==> src/sv/bdq_pkg.sv <==
// package for the bounded double-ended queue
// holds command, status and cell control types shared by bdq_cell and the top level
package bdq_pkg;

    localparam int DATA_W = 32;

    // command codes
    localparam logic [1:0] CMD_PUSH_FRONT = 2'd0;
    localparam logic [1:0] CMD_PUSH_REAR  = 2'd1;
    localparam logic [1:0] CMD_POP_FRONT  = 2'd2;
    localparam logic [1:0] CMD_POP_REAR   = 2'd3;

    // status codes
    localparam logic [1:0] ST_OK    = 2'd0;
    localparam logic [1:0] ST_FULL  = 2'd1;
    localparam logic [1:0] ST_EMPTY = 2'd2;

    // register map
    localparam logic [1:0] ADDR_CAPACITY = 2'd0;
    localparam logic [4:0] CAPACITY_RESET = 5'd16;

    typedef enum logic [2:0] {
        OP_NONE,
        OP_PUSH_FRONT,
        OP_POP_FRONT,
        OP_PUSH_REAR,
        OP_POP_REAR
    } t_cell_op;

    typedef struct packed {
        t_cell_op                  op;
        logic signed [DATA_W-1:0]  value;
    } t_cell_ctrl;

endpackage

==> src/sv/bdq_cell.sv <==
// one storage cell of the deque chain: element, occupied flag and return lane stage
// depends on bdq_pkg
module bdq_cell (
    input  logic                               i_clk,
    input  logic                               i_rst_n,
    input  bdq_pkg::t_cell_ctrl                i_ctrl,
    input  logic signed [bdq_pkg::DATA_W-1:0]  i_prev_data,
    input  logic                               i_prev_valid,
    input  logic signed [bdq_pkg::DATA_W-1:0]  i_next_data,
    input  logic                               i_next_valid,
    input  logic signed [bdq_pkg::DATA_W-1:0]  i_next_ret,
    output logic signed [bdq_pkg::DATA_W-1:0]  o_data,
    output logic                               o_valid,
    output logic signed [bdq_pkg::DATA_W-1:0]  o_ret
);
    import bdq_pkg::*;

    logic signed [DATA_W-1:0] r_data, n_data;
    logic                     r_valid, n_valid;
    logic signed [DATA_W-1:0] r_ret, n_ret;
    logic                     w_first_empty;
    logic                     w_tail;

    assign w_first_empty = i_prev_valid && !r_valid;
    assign w_tail        = r_valid && !i_next_valid;

    always_comb begin
        n_data  = r_data;
        n_valid = r_valid;
        // return lane moves one cell toward the front every cycle
        n_ret   = i_next_ret;
        unique case (i_ctrl.op)
            OP_NONE: begin
            end
            OP_PUSH_FRONT: begin
                n_data  = i_prev_data;
                n_valid = i_prev_valid;
            end
            OP_POP_FRONT: begin
                n_data  = i_next_data;
                n_valid = i_next_valid;
            end
            OP_PUSH_REAR: begin
                if (w_first_empty) begin
                    n_data  = i_ctrl.value;
                    n_valid = 1'b1;
                end
            end
            OP_POP_REAR: begin
                if (w_tail) begin
                    n_valid = 1'b0;
                    n_ret   = r_data;
                end
            end
            default: begin
            end
        endcase
    end

    always_ff @(posedge i_clk) begin
        if (!i_rst_n) begin
            r_valid <= 1'b0;
        end else begin
            r_valid <= n_valid;
        end
    end

    always_ff @(posedge i_clk) begin
        r_data <= n_data;
        r_ret  <= n_ret;
    end

    assign o_data  = r_data;
    assign o_valid = r_valid;
    assign o_ret   = r_ret;

endmodule

==> src/sv/bounded_double_ended_queue.sv <==
// top level of the bounded double-ended queue: command decode, apb register, cell chain
// depends on bdq_pkg and bdq_cell
//
//  channel   | handshake        | payload
//  ----------+------------------+--------------------------------------
//  command   | start / busy     | i_command, i_push_value
//  result    | o_valid          | o_pop_value, o_status, o_occupancy
//  config    | psel/penable/... | paddr, pwdata, prdata
//
// push front, push rear, pop front and every failed command: the result
// appears the cycle after start is taken. pop rear: the rear element travels
// one cell per cycle along the return lane to cell 0 while busy stays high; the
// result follows right after it arrives there. reset clears the element count
// and occupied flags and sets capacity (16); the receiver cannot stall, each
// result is shown for one cycle only.
module bounded_double_ended_queue #(
    parameter int DEPTH = 16
) (
    input  logic                               i_clk,
    input  logic                               i_rst_n,
    input  logic                               start,
    output logic                               busy,
    input  logic [1:0]                         i_command,
    input  logic signed [bdq_pkg::DATA_W-1:0]  i_push_value,
    output logic                               o_valid,
    output logic signed [bdq_pkg::DATA_W-1:0]  o_pop_value,
    output logic [1:0]                         o_status,
    output logic [4:0]                         o_occupancy,
    input  logic                               psel,
    input  logic                               penable,
    input  logic                               pwrite,
    input  logic [1:0]                         paddr,
    input  logic [31:0]                        pwdata,
    output logic [31:0]                        prdata,
    output logic                               pready
);
    import bdq_pkg::*;

    localparam int CW = $clog2(DEPTH + 1);
    localparam int IW = $clog2(DEPTH);
    localparam int OW = (CW > 5) ? CW : 5;
    localparam logic [OW-1:0] DEPTH_EXT = OW'(DEPTH);

    typedef enum logic [1:0] {
        S_IDLE = 2'b01,
        S_REAR = 2'b10
    } t_state;

    t_state                   r_state, n_state;
    logic [CW-1:0]            r_count, n_count;
    logic [IW-1:0]            r_wait, n_wait;
    logic [4:0]               r_capacity;
    logic                     r_valid_o, n_valid_o;
    logic signed [DATA_W-1:0] r_pop, n_pop;
    logic [1:0]               r_status, n_status;
    logic [4:0]               r_occ, n_occ;

    t_cell_ctrl               w_ctrl;
    logic                     w_accept;
    logic                     w_full;
    logic                     w_empty;
    logic [OW-1:0]            w_cap_ext;
    logic [OW-1:0]            w_eff_cap;
    logic [OW-1:0]            w_occ_ext;

    logic signed [DATA_W-1:0] w_data  [DEPTH];
    logic signed [DATA_W-1:0] w_ret   [DEPTH];
    logic [DEPTH-1:0]         w_valid;

    // configuration port
    assign pready = 1'b1;
    assign prdata = (paddr == ADDR_CAPACITY) ? {27'd0, r_capacity} : 32'd0;

    always_ff @(posedge i_clk) begin
        if (!i_rst_n) begin
            r_capacity <= CAPACITY_RESET;
        end else if (psel && penable && pwrite && pready && paddr == ADDR_CAPACITY) begin
            r_capacity <= pwdata[4:0];
        end
    end

    assign busy     = (r_state == S_REAR);
    assign w_accept = start && !busy;

    assign w_cap_ext = OW'(r_capacity);
    assign w_eff_cap = (w_cap_ext > DEPTH_EXT) ? DEPTH_EXT : w_cap_ext;
    assign w_full    = OW'(r_count) >= w_eff_cap;
    assign w_empty   = (r_count == '0);

    always_comb begin
        n_state   = r_state;
        n_count   = r_count;
        n_wait    = r_wait;
        n_valid_o = 1'b0;
        n_pop     = '0;
        n_status  = ST_OK;
        w_ctrl.op    = OP_NONE;
        w_ctrl.value = i_push_value;
        unique case (r_state)
            S_IDLE: begin
                if (w_accept) begin
                    unique case (i_command)
                        CMD_PUSH_FRONT, CMD_PUSH_REAR: begin
                            n_valid_o = 1'b1;
                            if (w_full) begin
                                n_status = ST_FULL;
                            end else begin
                                w_ctrl.op = (i_command == CMD_PUSH_FRONT) ?
                                            OP_PUSH_FRONT : OP_PUSH_REAR;
                                n_count   = r_count + 1'b1;
                            end
                        end
                        CMD_POP_FRONT: begin
                            n_valid_o = 1'b1;
                            if (w_empty) begin
                                n_status = ST_EMPTY;
                            end else begin
                                w_ctrl.op = OP_POP_FRONT;
                                n_pop     = w_data[0];
                                n_count   = r_count - 1'b1;
                            end
                        end
                        CMD_POP_REAR: begin
                            if (w_empty) begin
                                n_valid_o = 1'b1;
                                n_status  = ST_EMPTY;
                            end else begin
                                // tail drops into the return lane, reaches cell 0 later
                                w_ctrl.op = OP_POP_REAR;
                                n_count   = r_count - 1'b1;
                                n_wait    = IW'(r_count - 1'b1);
                                n_state   = S_REAR;
                            end
                        end
                        default: begin
                        end
                    endcase
                end
            end
            S_REAR: begin
                if (r_wait == '0) begin
                    n_valid_o = 1'b1;
                    n_pop     = w_ret[0];
                    n_state   = S_IDLE;
                end else begin
                    n_wait = r_wait - 1'b1;
                end
            end
            default: begin
                n_state = S_IDLE;
            end
        endcase
        w_occ_ext = OW'(n_count);
        n_occ     = w_occ_ext[4:0];
    end

    always_ff @(posedge i_clk) begin
        if (!i_rst_n) begin
            r_state   <= S_IDLE;
            r_count   <= '0;
            r_valid_o <= 1'b0;
        end else begin
            r_state   <= n_state;
            r_count   <= n_count;
            r_valid_o <= n_valid_o;
        end
    end

    always_ff @(posedge i_clk) begin
        r_wait   <= n_wait;
        r_pop    <= n_pop;
        r_status <= n_status;
        r_occ    <= n_occ;
    end

    assign o_valid     = r_valid_o;
    assign o_pop_value = r_pop;
    assign o_status    = r_status;
    assign o_occupancy = r_occ;

    // cell chain, cell 0 holds the front element
    for (genvar g = 0; g < DEPTH; g++) begin : g_cell
        logic signed [DATA_W-1:0] w_prev_data;
        logic                     w_prev_valid;
        logic signed [DATA_W-1:0] w_next_data;
        logic                     w_next_valid;
        logic signed [DATA_W-1:0] w_next_ret;

        if (g == 0) begin : g_first
            assign w_prev_data  = i_push_value;
            assign w_prev_valid = 1'b1;
        end else begin : g_mid
            assign w_prev_data  = w_data[g-1];
            assign w_prev_valid = w_valid[g-1];
        end

        if (g == DEPTH - 1) begin : g_last
            assign w_next_data  = '0;
            assign w_next_valid = 1'b0;
            assign w_next_ret   = '0;
        end else begin : g_inner
            assign w_next_data  = w_data[g+1];
            assign w_next_valid = w_valid[g+1];
            assign w_next_ret   = w_ret[g+1];
        end

        bdq_cell u_cell (
            .i_clk        (i_clk),
            .i_rst_n      (i_rst_n),
            .i_ctrl       (w_ctrl),
            .i_prev_data  (w_prev_data),
            .i_prev_valid (w_prev_valid),
            .i_next_data  (w_next_data),
            .i_next_valid (w_next_valid),
            .i_next_ret   (w_next_ret),
            .o_data       (w_data[g]),
            .o_valid      (w_valid[g]),
            .o_ret        (w_ret[g])
        );
    end

`ifndef SYNTH
    // occupied cells always match the element count
    a_count_matches: assert property (@(posedge i_clk) disable iff (!i_rst_n)
        $countones(w_valid) == r_count)
        else $error("occupied cells differ from element count");

    // occupied cells stay packed against the front
    a_packed: assert property (@(posedge i_clk) disable iff (!i_rst_n)
        ((w_valid + 1'b1) & w_valid) == '0)
        else $error("gap in occupied cells");

    // no result is shown while a rear pop is still in flight
    a_no_result_busy: assert property (@(posedge i_clk) disable iff (!i_rst_n)
        !(o_valid && busy))
        else $error("result strobe while busy");

    // a taken push or front pop gives its result in the next cycle
    a_one_cycle: assert property (@(posedge i_clk) disable iff (!i_rst_n)
        (w_accept && i_command != CMD_POP_REAR) |=> o_valid)
        else $error("missing result after one-cycle command");
`endif

endmodule
==> config.mk <==
export PLATFORM = sky130hd
export DESIGN_NAME = bounded_double_ended_queue
export DESIGN_NICKNAME = d
export VERILOG_FILES = /design/src/sv/bdq_pkg.sv /design/src/sv/bdq_cell.sv /design/src/sv/bounded_double_ended_queue.sv
export SDC_FILE = /design/constraint.sdc
export NUM_CORES = 1
export LEC_CHECK = 0
export BUFFER_PORTS_ARGS = -buffer_cell sky130_fd_sc_hd__clkbuf_2
export CAP_MARGIN = 25
export CORE_MARGIN = 2
export CORE_UTILIZATION = 55
export DETAILED_ROUTE_END_ITERATION = 10
export PLACE_DENSITY = 0.72
export SYNTH_ARGS = -nofsm -noshare
export SYNTH_HDL_FRONTEND = slang
export SYNTH_HIERARCHICAL = 1
export SYNTH_SLANG_ARGS = --single-unit
==> constraint.sdc <==
create_clock -name i_clk -period 9.25 [get_ports i_clk]
set_clock_uncertainty 0.15 [all_clocks]
set_input_delay 0.4625 -clock i_clk [delete_from_list [all_inputs] [get_ports i_clk]]
set_output_delay 0.4625 -clock i_clk [all_outputs]
set_load 0.05 [all_outputs]
==> flow_summary.toml <==
[outcome]
status = "finished, final reports clean"

[power_and_ir_drop]
p_leak_uw = 0.0228
power_density_mw_per_mm2 = 249
p_seq_share_pct = 49.9
power_uw = 13400
p_int_uw = 9890
vdd_ir_drop_max_v = 0.000158
power_switching_uw = 3550
clkPwrFrac_pct = 33.3
p_sw_share_pct = 26.4
power_frac_comb_pct = 16.8

[final_layout]
drive_gt1_share_pct = 22.7
ff_latch_area_sq_mm = 0.0271
syn2layout_area_growth_pct = 10.7
layout_common_cells = "dfxtp_1, o21ai_0, nand2_1, mux2i_1, edfxtp_1"
filler_cell_count = 6788
multiInputGateArea_sq_mm = 0.0205
final_common_cell = "dfxtp_1"
fin_util_pct = 61.3
fin_nets = 3968

[sta]
max_freq_mhz = 194
hold_viol = 0
post-route-period-util_pct = 55.9
fin_crit_ns = 5.17
setup_viol = 0
slew_headroom_pct = 24.3
tns_ns = 0
worst_pin_slew_ns = 1.14
finalMaxSlewViolations = 0
rsz0062_at_grt = "no"

[synthesis]
syn-instance-count = 3810
post-synth-top-area-cell = "edfxtp_1"
async_reset_ff_share_pct = 0
synth_ff_type = "dfxtp_1"
ys_seq_area_share_pct = 55.6
synthTopCellsByArea = "edfxtp_1, dfxtp_1, mux2_4, mux2i_1, o21ai_0"
synth_top_area_share_pct = 31.8
syn_area_sq_mm = 0.0488
syn-mean-instance-area_sq_um = 12.8
synth_seq_cells = 1096
yosysUniqueCellTypes = 51
synth_edf_count = 516
yosysWarnings = 6

[route]
postRouteAntennaNets = 0
drt_first_pass_iters = 4
wirelength_microns = 84800
wl_per_cell_microns = 16.5
via_per_inst = 5.18
drt_iter0_markers = 1266
detailroute.via_count = 26682
drc_errors = 0

[worst_setup_path]
path_max_fanout = 140
reg2reg_slack_ns = 4.08
worst-setup-path-type = "flop to flop"
critPathMaxStageDelay_ns = 0.85
arrival_ns = 5.43
reg2reg_from = "r_count[2]"
crit_path_cell_trace = "ha_1 -> a21oi_1 -> o21ai_0 -> a21boi_1 -> nand2_1 -> inv_8 -> buf_12 -> buf_4 -> mux2i_1 -> o21ai_0"
critPathLaunchType = "flop"
ff2ff_path_depth = 10
cp_common_cell = "o21ai_0"
crit_path_top_delay_cell = "buf_4"
critPathCaptureType = "flop"
crit_required_ns = 9.51
r2r-end = "g_cell[12].u_cell/o_data[15]"

[clock_network]
cts_buffer_depth = 3
clk_latency_ns = 0.67
cts_tree = "done"
cts-resized-gates = 0
cts.reportedPaths.clkPinSlew_ns = 0.06
cts_buffers = 110
cts_htree_levels = 3
clock-sinks = 1096
cts_setup_buffers = 0
cts_root_buffer = "clkbuf_16"

[floorplanning]
die_y_microns = 302
ioPinCount = 148
dieArea_sq_mm = 0.0911
rows = 109
initial_utilization_pct = 55.4
core_sq_mm = 0.0881
die_w_microns = 302

[global_route]
grt_pass1_wl_microns = 140000
grt_max_degree = 141
grt_pass1_vias = 26928
grt_usage_pct = 18.6
grt-ovfl-total = 0
antenna_found_initial = 1

[min_path]
min_from = "start"
worst_hold_path_type = "input port to flop"
min_path_cells = 3
min_to = "r_state[1]"

[place]
numPortBuffers = 92
gp_congestion = 0.749
hpwl_microns = 59300

[run]
max_cap_viol_count = 0
[cell usage after synthesis (2+ instances only)]
cell and number:
dfxtp_1 580, o21ai_0 547, nand2_1 529, mux2i_1 522, edfxtp_1 516, mux2_4 480, clkbuf_1 90, buf_4 76
buf_6 52, buf_2 50, nand2b_1 48, nor2_1 45, mux2_2 32, a22oi_1 28, nor2b_1 19, a31oi_1 18
nand3b_1 17, nor2_4 17, and3b_2 16, and4_1 16, nand2_4 16, o21bai_1 16, a21oi_1 11, ha_1 10
inv_1 9, nor3_1 7, and2_1 6, xnor2_1 5, a22oi_2 4, and3_1 4, conb_1 2, nand3_1 2
nand4_1 2
[how the worst max path moves through the flow]
stage | cells after the start | end | start
2_1_floorplan | 10 | g_cell[0].u_cell/o_data[0] | r_state[0]
3_3_place_gp | 11 | g_cell[13].u_cell/o_data[25] | r_count[0]
3_5_place_dp | 10 | g_cell[9].u_cell/o_data[25] | r_count[2]
4_1_cts | 10 | g_cell[9].u_cell/o_data[19] | r_count[2]
5_1_grt | 11 | g_cell[10].u_cell/o_ret[31] | r_count[2]
6_report | 10 | g_cell[12].u_cell/o_data[15] | r_count[2]
[timing repair]
item | CTS | global route
setup endpoints to repair | 0 | 0
endpoints found under the hold margin | 7 | 0
hold buffers | 6 | 0
[cell families (layout without fill, tap and decap cells)]
family	Yosys count	in the layout	share of synthesized area (%)
other cells	2	97	0.0154
flops	1096	1096	55.6
buf+inv	278	355	3.65
mux	1034	1034	26.2
xor+xnor	6	6	0.108
simple gates	751	751	7.28
compound gates	633	633	6.89
fa+ha+maj	10	10	0.257
[through the flow]
stage | instances | setup slack, ns | hold slack, ns | area [sq um]
final | 5147 | 4.08 | 0.100 | 54000
after global routing | 5146 | 3.76 | 0.0858 | 54000
after CTS | 5133 | 3.85 | 0.0502 | 53700
after detailed placement | 4919 | 3.87 | 0.289 | 50000
after global placement | 4909 | 3.96 | 0.287 | 49800
after floorplan | 3903 | 4.15 | 0.283 | 49100
[registers in the layout, indices dropped and copies added (netlist names)]
name                   cells
g_cell.u_cell/o_data     512
g_cell.u_cell/o_ret      512
o_pop_value               32
g_cell.u_cell/o_valid     16
o_occupancy                5
r_capacity                 5
r_count                    5
r_wait                     4
o_status                   2
r_state                    2
o_valid                    1
[power groups by stage]
| stage | registers [uW] | clock network (uW) | logic [uW] |
|---|---|---|---|
| finish | 6700 | 4480 | 2260 |
| floorplan | 6680 | 0 | 1740 |
| detailed placement | 6810 | 0 | 2210 |
| global placement | 6770 | 0 | 2090 |
| global route | 6810 | 4810 | 2530 |
| CTS | 6710 | 4590 | 2230 |
[critical path, delay by kind of cell, from the launching register on]
family | cells | cell delay, ns
AO/OA/AOI/OAI | 4 | 0.82
flip-flops | 1 | 0.55
adder cells (fa/ha/maj) | 1 | 0.31
multiplexers | 1 | 0.29
buffers and inverters | 3 | 2.02
AND/OR/NAND/NOR | 1 | 0.30
[routing by layer]
| metal | track usage [%] | wire, microns | up-vias |
|---|---|---|---|
| li1 | - | - | 13728 |
| met1 | 26.6 | 41900 | 12475 |
| met2 | 29.8 | 38900 | 378 |
| met3 | 2.38 | 2620 | 101 |
| met4 | 4.96 | 1370 | 0 |
| met5 | 0 | 0 | - |
[cell type report]
class / count / share of cell area [%]
flip-flops and latches: 1096 / 50.2
well taps: 1165 / 2.70
multi-input cells: 2529 / 38.0
inverters: 9 / 0.0765
clock buffers: 162 / 5.97
clock inverters: 46 / 0.927
diodes: 2 / 0.00927
repair buffers: 138 / 2.08
Power figures use the tool's default switching activity.
